### src/lze_pkg.sv
// Shared types, constants and step codes for the Lorenz Euler stepper.
package lze_pkg;

    localparam int FRAC_BITS_DEF = 24;
    localparam int COORD_W       = 32;
    localparam int CFG_W         = 32;
    localparam int DT_W          = 31;
    localparam int IDX_W         = 3;
    localparam int MUL_W         = 33;
    localparam int PROD_W        = 2 * MUL_W;
    localparam int HI_SHIFT      = 32;
    localparam int CNT_W         = 4;

    localparam logic [COORD_W-1:0] COORD_MAX = 32'h7FFF_FFFF;
    localparam logic [COORD_W-1:0] COORD_MIN = 32'h8000_0000;

    typedef enum logic [1:0] {
        ST_IDLE,
        ST_RUN,
        ST_DONE
    } t_state;

    typedef logic [CNT_W-1:0] t_step;

    localparam t_step STEP_SIG_DX = 4'd0;
    localparam t_step STEP_X_RZ   = 4'd1;
    localparam t_step STEP_XY     = 4'd2;
    localparam t_step STEP_BZ     = 4'd3;
    localparam t_step STEP_DTX_LO = 4'd4;
    localparam t_step STEP_DTX_HI = 4'd5;
    localparam t_step STEP_DTY_LO = 4'd6;
    localparam t_step STEP_DTY_HI = 4'd7;
    localparam t_step STEP_DTZ_LO = 4'd8;
    localparam t_step STEP_DTZ_HI = 4'd9;
    localparam t_step PIPE_LAT    = 4'd2;
    localparam t_step CNT_LAST    = t_step'(STEP_DTZ_HI + PIPE_LAT);

    typedef logic [IDX_W-1:0] t_cfg_idx;

    localparam t_cfg_idx CFG_SIGMA   = 3'd0;
    localparam t_cfg_idx CFG_BETA    = 3'd1;
    localparam t_cfg_idx CFG_RHO     = 3'd2;
    localparam t_cfg_idx CFG_DT      = 3'd3;
    localparam t_cfg_idx CFG_START_X = 3'd4;
    localparam t_cfg_idx CFG_START_Y = 3'd5;
    localparam t_cfg_idx CFG_START_Z = 3'd6;

    typedef struct packed {
        logic signed [COORD_W-1:0] sigma;
        logic signed [COORD_W-1:0] beta;
        logic signed [COORD_W-1:0] rho;
        logic        [DT_W-1:0]    dt;
        logic signed [COORD_W-1:0] start_x;
        logic signed [COORD_W-1:0] start_y;
        logic signed [COORD_W-1:0] start_z;
    } t_cfg;

    typedef struct packed {
        logic  accept;
        logic  op_en;
        t_step op_step;
        logic  proc_en;
        t_step proc_step;
        logic  out_load;
    } t_ctrl;

endpackage

### src/lze_cfg.sv
// Configuration register file: Lorenz parameters, time step and start point.
module lze_cfg import lze_pkg::*; #(
    parameter int FRAC_BITS = FRAC_BITS_DEF
) (
    input  logic             i_clk,
    input  logic             i_rst_n,
    input  logic             i_cfg_we,
    input  t_cfg_idx         i_cfg_idx,
    input  logic [CFG_W-1:0] i_cfg_data,
    output t_cfg             o_cfg
);

    localparam logic [63:0] ONE_Q = 64'd1 << FRAC_BITS;
    localparam logic [COORD_W-1:0] SIGMA_RST = COORD_W'(64'd10 * ONE_Q);
    localparam logic [COORD_W-1:0] BETA_RST  =
        COORD_W'((64'd21666 * ONE_Q + 64'd5000) / 64'd10000);
    localparam logic [COORD_W-1:0] RHO_RST   = COORD_W'(64'd28 * ONE_Q);
    localparam logic [DT_W-1:0]    DT_RST    = DT_W'((ONE_Q + 64'd500) / 64'd1000);
    localparam logic [COORD_W-1:0] START_RST = COORD_W'(ONE_Q);

    t_cfg r_cfg;

    always_ff @(posedge i_clk) begin
        if (!i_rst_n) begin
            r_cfg.sigma   <= SIGMA_RST;
            r_cfg.beta    <= BETA_RST;
            r_cfg.rho     <= RHO_RST;
            r_cfg.dt      <= DT_RST;
            r_cfg.start_x <= START_RST;
            r_cfg.start_y <= START_RST;
            r_cfg.start_z <= START_RST;
        end else if (i_cfg_we) begin
            unique case (i_cfg_idx)
                CFG_SIGMA:   r_cfg.sigma   <= i_cfg_data;
                CFG_BETA:    r_cfg.beta    <= i_cfg_data;
                CFG_RHO:     r_cfg.rho     <= i_cfg_data;
                CFG_DT:      r_cfg.dt      <= i_cfg_data[DT_W-1:0];
                CFG_START_X: r_cfg.start_x <= i_cfg_data;
                CFG_START_Y: r_cfg.start_y <= i_cfg_data;
                CFG_START_Z: r_cfg.start_z <= i_cfg_data;
                default: ;
            endcase
        end
    end

    assign o_cfg = r_cfg;

endmodule

### src/lze_mul.sv
// Shared signed 33x33 multiplier with registered product.
module lze_mul import lze_pkg::*; (
    input  logic                     i_clk,
    input  logic signed [MUL_W-1:0]  i_a,
    input  logic signed [MUL_W-1:0]  i_b,
    output logic signed [PROD_W-1:0] o_prod
);

    logic signed [PROD_W-1:0] r_prod;

    always_ff @(posedge i_clk) begin
        r_prod <= i_a * i_b;
    end

    assign o_prod = r_prod;

endmodule

### src/lze_ctrl.sv
// Step sequencer: request handshake, multiplier issue and result write-back timing.
module lze_ctrl import lze_pkg::*; (
    input  logic  i_clk,
    input  logic  i_rst_n,
    input  logic  i_in_valid,
    input  logic  i_out_free,
    output logic  o_in_ready,
    output t_ctrl o_ctrl
);

    t_state r_state, n_state;
    t_step  r_cnt, n_cnt;

    always_ff @(posedge i_clk) begin
        if (!i_rst_n) begin
            r_state <= ST_IDLE;
            r_cnt   <= '0;
        end else begin
            r_state <= n_state;
            r_cnt   <= n_cnt;
        end
    end

    always_comb begin
        n_state    = r_state;
        n_cnt      = r_cnt;
        o_ctrl     = '0;
        o_in_ready = 1'b0;
        unique case (r_state)
            ST_IDLE: begin
                o_in_ready = i_rst_n;
                if (i_in_valid && i_rst_n) begin
                    o_ctrl.accept = 1'b1;
                    n_state       = ST_RUN;
                    n_cnt         = '0;
                end
            end
            ST_RUN: begin
                o_ctrl.op_en     = (r_cnt <= STEP_DTZ_HI);
                o_ctrl.op_step   = r_cnt;
                o_ctrl.proc_en   = (r_cnt >= PIPE_LAT);
                o_ctrl.proc_step = r_cnt - PIPE_LAT;
                if (r_cnt == CNT_LAST) begin
                    n_state = ST_DONE;
                end else begin
                    n_cnt = r_cnt + 1'b1;
                end
            end
            ST_DONE: begin
                if (i_out_free) begin
                    o_ctrl.out_load = 1'b1;
                    n_state         = ST_IDLE;
                end
            end
            default: n_state = ST_IDLE;
        endcase
    end

endmodule

### src/lorenz_euler_stepper.sv
// Top level: Lorenz attractor Euler stepper around one shared multiplier.
// Each accepted request advances the stored point by one Euler step and returns the new
// point; with restart set the configured start point is loaded first. The ten products of
// a step (sigma*(y-x), x*(rho-z), x*y, beta*z, and dt times each derivative in two parts,
// its low 32 bits and the rest) go one per cycle through a single registered 33x33
// multiplier behind an operand register; each product passes the operand and product
// registers before it is written back, and the new point is then loaded into the result
// register once that is free. A new request is taken only after that load, back in the
// idle state, in which ready is high. Coordinates saturate at the signed 32-bit limits and flag
// it. The result register lets the next request start while the previous point waits to
// be taken. Ready is low while reset is held.
module lorenz_euler_stepper import lze_pkg::*; #(
    parameter int FRAC_BITS = FRAC_BITS_DEF
) (
    input  logic               i_clk,
    input  logic               i_rst_n,
    input  logic               i_cfg_we,
    input  logic [IDX_W-1:0]   i_cfg_idx,
    input  logic [CFG_W-1:0]   i_cfg_data,
    input  logic               i_in_valid,
    output logic               o_in_ready,
    input  logic               i_restart,
    output logic               o_out_valid,
    input  logic               i_out_ready,
    output logic [COORD_W-1:0] o_pos_x,
    output logic [COORD_W-1:0] o_pos_y,
    output logic [COORD_W-1:0] o_pos_z,
    output logic               o_saturated
);

    localparam int D_W   = PROD_W - FRAC_BITS;
    localparam int ACC_W = D_W + HI_SHIFT;
    localparam int SUM_W = ACC_W + 1;
    localparam logic [COORD_W-1:0] ONE_RST = COORD_W'(64'd1 << FRAC_BITS);

    t_cfg  w_cfg;
    t_ctrl w_ctrl;
    logic  w_out_free;

    logic signed [COORD_W-1:0] r_cur_x, r_cur_y, r_cur_z;
    logic signed [D_W-1:0]     r_dx, r_dy, r_dz, r_m;
    logic signed [ACC_W-1:0]   r_acc;
    logic                      r_sat;
    logic signed [MUL_W-1:0]   r_opa, r_opb;
    logic signed [PROD_W-1:0]  w_prod;
    logic                      r_out_valid;
    logic [COORD_W-1:0]        r_pos_x, r_pos_y, r_pos_z;
    logic                      r_pos_sat;

    logic signed [MUL_W-1:0]        w_opa, w_opb, w_dt_op, w_d_lo, w_d_hi;
    logic signed [D_W-1:0]          w_d_sel;
    logic signed [D_W-HI_SHIFT-1:0] w_d_top;
    logic signed [PROD_W-1:0]       w_q;
    logic signed [D_W-1:0]          w_qd;
    logic signed [ACC_W-1:0]        w_prod_ext, w_sum, w_shq;
    logic signed [COORD_W-1:0]      w_old;
    logic signed [SUM_W-1:0]        w_new;
    logic [SUM_W-COORD_W:0]         w_top;
    logic                           w_clip;
    logic [COORD_W-1:0]             w_sat_val;

    lze_cfg #(
        .FRAC_BITS (FRAC_BITS)
    ) u_cfg (
        .i_clk      (i_clk),
        .i_rst_n    (i_rst_n),
        .i_cfg_we   (i_cfg_we),
        .i_cfg_idx  (i_cfg_idx),
        .i_cfg_data (i_cfg_data),
        .o_cfg      (w_cfg)
    );

    lze_ctrl u_ctrl (
        .i_clk      (i_clk),
        .i_rst_n    (i_rst_n),
        .i_in_valid (i_in_valid),
        .i_out_free (w_out_free),
        .o_in_ready (o_in_ready),
        .o_ctrl     (w_ctrl)
    );

    lze_mul u_mul (
        .i_clk  (i_clk),
        .i_a    (r_opa),
        .i_b    (r_opb),
        .o_prod (w_prod)
    );

    assign w_out_free = !r_out_valid || i_out_ready;

    // operand selection
    always_comb begin
        priority case (w_ctrl.op_step)
            STEP_DTX_LO, STEP_DTX_HI: w_d_sel = r_dx;
            STEP_DTY_LO, STEP_DTY_HI: w_d_sel = r_dy;
            default:                  w_d_sel = r_dz;
        endcase
    end

    assign w_dt_op = MUL_W'(w_cfg.dt);
    assign w_d_lo  = {1'b0, w_d_sel[HI_SHIFT-1:0]};
    assign w_d_top = w_d_sel[D_W-1:HI_SHIFT];
    assign w_d_hi  = MUL_W'(w_d_top);

    always_comb begin
        w_opa = '0;
        w_opb = '0;
        unique case (w_ctrl.op_step)
            STEP_SIG_DX: begin
                w_opa = MUL_W'(w_cfg.sigma);
                w_opb = MUL_W'(r_cur_y) - MUL_W'(r_cur_x);
            end
            STEP_X_RZ: begin
                w_opa = MUL_W'(r_cur_x);
                w_opb = MUL_W'(w_cfg.rho) - MUL_W'(r_cur_z);
            end
            STEP_XY: begin
                w_opa = MUL_W'(r_cur_x);
                w_opb = MUL_W'(r_cur_y);
            end
            STEP_BZ: begin
                w_opa = MUL_W'(w_cfg.beta);
                w_opb = MUL_W'(r_cur_z);
            end
            STEP_DTX_LO, STEP_DTY_LO, STEP_DTZ_LO: begin
                w_opa = w_dt_op;
                w_opb = w_d_lo;
            end
            STEP_DTX_HI, STEP_DTY_HI, STEP_DTZ_HI: begin
                w_opa = w_dt_op;
                w_opb = w_d_hi;
            end
            default: ;
        endcase
    end

    always_ff @(posedge i_clk) begin
        if (w_ctrl.op_en) begin
            r_opa <= w_opa;
            r_opb <= w_opb;
        end
    end

    // product post-processing: floor shift, split-product sum, update and clip
    assign w_q        = w_prod >>> FRAC_BITS;
    assign w_qd       = w_q[D_W-1:0];
    assign w_prod_ext = ACC_W'(w_prod);
    assign w_sum      = r_acc + (w_prod_ext <<< HI_SHIFT);
    assign w_shq      = w_sum >>> FRAC_BITS;

    always_comb begin
        priority case (w_ctrl.proc_step)
            STEP_DTX_HI: w_old = r_cur_x;
            STEP_DTY_HI: w_old = r_cur_y;
            default:     w_old = r_cur_z;
        endcase
    end

    assign w_new     = SUM_W'(w_old) + SUM_W'(w_shq);
    assign w_top     = w_new[SUM_W-1:COORD_W-1];
    assign w_clip    = !((&w_top) || !(|w_top));
    assign w_sat_val = w_clip ? (w_new[SUM_W-1] ? COORD_MIN : COORD_MAX)
                              : w_new[COORD_W-1:0];

    always_ff @(posedge i_clk) begin
        if (w_ctrl.proc_en) begin
            unique case (w_ctrl.proc_step)
                STEP_SIG_DX: r_dx <= w_qd;
                STEP_X_RZ:   r_dy <= w_qd - D_W'(r_cur_y);
                STEP_XY:     r_m  <= w_qd;
                STEP_BZ:     r_dz <= r_m - w_qd;
                STEP_DTX_LO, STEP_DTY_LO, STEP_DTZ_LO: r_acc <= w_prod_ext;
                default: ;
            endcase
        end
    end

    always_ff @(posedge i_clk) begin
        if (!i_rst_n) begin
            r_cur_x <= ONE_RST;
            r_cur_y <= ONE_RST;
            r_cur_z <= ONE_RST;
            r_sat   <= 1'b0;
        end else if (w_ctrl.accept) begin
            r_sat <= 1'b0;
            if (i_restart) begin
                r_cur_x <= w_cfg.start_x;
                r_cur_y <= w_cfg.start_y;
                r_cur_z <= w_cfg.start_z;
            end
        end else if (w_ctrl.proc_en) begin
            unique case (w_ctrl.proc_step)
                STEP_DTX_HI: begin
                    r_cur_x <= w_sat_val;
                    r_sat   <= r_sat | w_clip;
                end
                STEP_DTY_HI: begin
                    r_cur_y <= w_sat_val;
                    r_sat   <= r_sat | w_clip;
                end
                STEP_DTZ_HI: begin
                    r_cur_z <= w_sat_val;
                    r_sat   <= r_sat | w_clip;
                end
                default: ;
            endcase
        end
    end

    // result register
    always_ff @(posedge i_clk) begin
        if (!i_rst_n) begin
            r_out_valid <= 1'b0;
        end else if (w_ctrl.out_load) begin
            r_out_valid <= 1'b1;
        end else if (i_out_ready) begin
            r_out_valid <= 1'b0;
        end
    end

    always_ff @(posedge i_clk) begin
        if (w_ctrl.out_load) begin
            r_pos_x   <= r_cur_x;
            r_pos_y   <= r_cur_y;
            r_pos_z   <= r_cur_z;
            r_pos_sat <= r_sat;
        end
    end

    assign o_out_valid = r_out_valid;
    assign o_pos_x     = r_pos_x;
    assign o_pos_y     = r_pos_y;
    assign o_pos_z     = r_pos_z;
    assign o_saturated = r_pos_sat;

endmodule

### config.mk
export PLATFORM = sky130hd
export DESIGN_NAME = lorenz_euler_stepper
export DESIGN_NICKNAME = d
export VERILOG_FILES = /design/src/lze_pkg.sv /design/src/lze_cfg.sv /design/src/lze_mul.sv /design/src/lze_ctrl.sv /design/src/lorenz_euler_stepper.sv
export SDC_FILE = /design/constraint.sdc
export NUM_CORES = 2
export LEC_CHECK = 0
export ABC_AREA = 1
export BUFFER_PORTS_ARGS = -buffer_cell sky130_fd_sc_hd__buf_2
export CAP_MARGIN = 20
export CORE_MARGIN = 2
export CORE_UTILIZATION = 30
export DETAILED_ROUTE_END_ITERATION = 10
export PLACE_DENSITY = 0.49
export SLEW_MARGIN = 20
export SYNTH_ARGS = -nofsm -noshare
export SYNTH_HDL_FRONTEND = slang
export SYNTH_SLANG_ARGS = --single-unit
### constraint.sdc
create_clock -name i_clk -period 9 [get_ports i_clk]
set_input_delay 0 -clock i_clk [delete_from_list [all_inputs] [get_ports i_clk]]
set_output_delay 0 -clock i_clk [all_outputs]
set_load 0.02 [all_outputs]
==> qor.csv <==
stage;metric;value;unit
timing;slew_violations;0;
yosys;synth_area;0.0821;mm^2
timing;rsz0062_at_grt;no;
flow_run;drv_cap;0;
global_routing;grt_pass1_vias;70254;
floorplan;die_h;527;um
timing;hold_viol;0;
drt;dr.pass1.iters;6;
yosys;yosys.cell_types.count;58;
setup_path;cp_num_buf_inv;6;
setup_path;cp_slowest_cell;edfxtp_1;
drt;wl_per_cell;23.5;um
yosys;syn_avg_cell_area;8.04;um^2
setup_path;required;9.67;ns
clocking;clock_path_buffers;3;
timing;period_share;95.7;%
yosys;synth_enable_flop_cells;372;
drt;vias_per_cell;4.92;
clocking;cts.repair.resized;0;
yosys;syn-num-nets;11838;
yosys;synth_area_leaders;fa_1 28%, edfxtp_1 14%, inv_1 11%, nand2_1 9.8%, dfxtp_1 9.6%;
min_path;min_path_type;in2reg;
floorplan;std_cell_rows;192;
drt;drt_iter0_drc;5979;
clocking;cts-root-buf;clkbuf_16;
global_routing;grt_usage;23.6;%
yosys;yosysTopAreaCellShare;27.5;%
timing;worst_pin_slew;1.23;ns
setup_path;crit_family;adder cells;
clocking;path_clk_slew;0.06;ns
clocking;clkSinkCount;765;
setup_path;critPathLaunchType;register;
yosys;yosysWarnings;0;
global_routing;antenna_found_initial;30;
timing;fmax;116;MHz
yosys;synth_ff_type;dfxtp_1;
place;gp_congestion;0.947;
final_layout;drive_gt1_share;7.36;%
outcome;outcome;completed;
place;numPortBuffers;139;
clocking;cts_tree;yes;
yosys;ys_seq_area_share;23.2;%
timing;tns;0;ns
yosys;synth_top_area_cell;fa_1;
global_routing;grt_remaining_overflow;0;
setup_path;crit_top_cell;fa_1;
floorplan;initial_core_util;30.1;%
setup_path;r2r_slack;0.39;ns
clocking;post_cts_buffers;0;
yosys;synth-seq-cells;765;
yosys;synth.most_common_cell;inv_1;
clocking;worstSkewPairLatency;0.76;ns
drt;via_count;68822;
setup_path;critical_path.max_stage_delay;1.06;ns
final_layout;area_growth;11.2;%
floorplan;dieWidth;527;um
global_routing;grt_max_degree;139;
timing;layout_min_cycle_time;8.61;ns
timing;clock_skew;0.0431;ns
drt;detail-route-antenna-nets;0;
timing;setup_viol;0;
floorplan;dieArea;0.278;mm^2
drt;drc;0;
timing;relSlewSlack;18.0;%
place;place_hpwl;268000;um
global_routing;grt_pass1_wl;482000;um
final_layout;layout.nets;11938;
floorplan;core_area;0.273;mm^2
setup_path;crit_type;reg2reg;
yosys;syn_inst;10209;
drt;drt_wl_total;328000;um
setup_path;crit_fanout;15;
clocking;cts_max_level;3;
yosys;synthArstFlopShare;0;%
timing;hold_slack;0.0472;ns
setup_path;end_kind;register;
floorplan;io-pin-count;140;
setup_path;worst_ep_arrival_time;9.28;ns
yosys;synth_common_cells;2335 x inv_1, 2141 x nand2_1, 1128 x fa_1;
clocking;numCtsBuffers;87;
-- placed cells by master (no fill, tap or decap), types with 223 or more instances in the layout --
| cell | synthesis | routed |
|---|---|---|
| inv_1 | 2335 | 2333 |
| edfxtp_1 | 372 | 372 |
| fa_1 | 1128 | 1128 |
| a21oi_1 | 544 | 540 |
| nor2_1 | 820 | 808 |
| o21ai_0 | 481 | 480 |
| nand3_1 | 223 | 223 |
| nand2_1 | 2141 | 2139 |
| ha_1 | 460 | 460 |
| dfxtp_1 | 393 | 393 |
-- cells by family (layout without fill, tap and decap cells) --
logic type               after synthesis  in the layout  share of synthesized area, %
XOR/XNOR                             230            230                          2.45
buffers and inverters               2749           2924                          12.6
adder cells (fa/ha/maj)             1588           1588                          34.5
other                                  0             11                             0
AO/OA/AOI/OAI                       1469           1469                          10.5
flip-flops                           765            765                          23.2
AND/OR/NAND/NOR                     3408           3408                          16.7
-- path summary, 6_finish.rpt --
path	depth (start not counted)	startpoint	endpoint
worst max-delay path	29	r_opb[14]	u_mul.o_prod[63]
worst max register to register	29	r_opb[14]	u_mul.o_prod[63]
worst min register to register	2	u_cfg.o_cfg[169]	u_cfg.o_cfg[169]
worst min-delay path	5	i_cfg_idx[2]	u_cfg.o_cfg[56]
-- registers in the layout (all words and copies together), names as in the netlist --
name	count
o_out_valid	1
o_pos_x	32
o_pos_y	32
o_pos_z	32
o_saturated	1
r_acc	42
r_cur_x	32
r_cur_y	32
r_cur_z	32
r_dx	42
r_dy	42
r_dz	42
r_m	42
r_opa	32
r_opb	33
r_sat	1
u_cfg.o_cfg	223
u_ctrl.r_cnt	4
u_ctrl.r_state	2
u_mul.o_prod	66
-- worst reg2reg max path: cells and delay by family, from the launching register on --
kind / cells / cell delay, ns
compound gates: 2 / 0.33
fa+ha+maj: 9 / 4.26
buf+inv: 6 / 0.73
flops: 1 / 1.06
simple gates: 12 / 2.18
-- per-stage QoR --
stage	util, %	cell area [um^2]	worst slack (ns)	cells
2_1_floorplan	-	82100	0.481	10209
3_3_place_gp	32.2	87800	0.296	13767
3_5_place_dp	32.2	87800	0.509	13769
4_1_cts	33.4	91200	0.480	13972
5_1_grt	33.4	91200	0.152	13975
6_report	33.4	91300	0.387	13984
-- routing by layer --
| metal | track usage, % | routed length [um] |
|---|---|---|
| met1 | 32.1 | 145000 |
| met2 | 38.0 | 150000 |
| met3 | 3.40 | 20400 |
| met4 | 8.49 | 12800 |
| met5 | 0 | 169 |
-- cell type report --
type / instances / area (um^2)
sequential: 765 / 19000
clock inverter: 44 / 445
antenna: 11 / 27.5
fill: 28954 / 182000
timing repair buffer: 409 / 3070
inverter: 2351 / 8820
clock buffer: 120 / 2540
multi-input combinational: 6695 / 52800
tap: 3589 / 4490
-- what timing repair did --
| action | in CTS | in global routing |
|---|---|---|
| endpoints found under the setup margin | 0 | 0 |
| hold endpoints to repair | 288 | 0 |
| hold buffers | 39 | 0 |
Power is left out: the tool's default activity adds up to more than one toggle a clock period on the data nets, which glitch-free logic cannot reach.
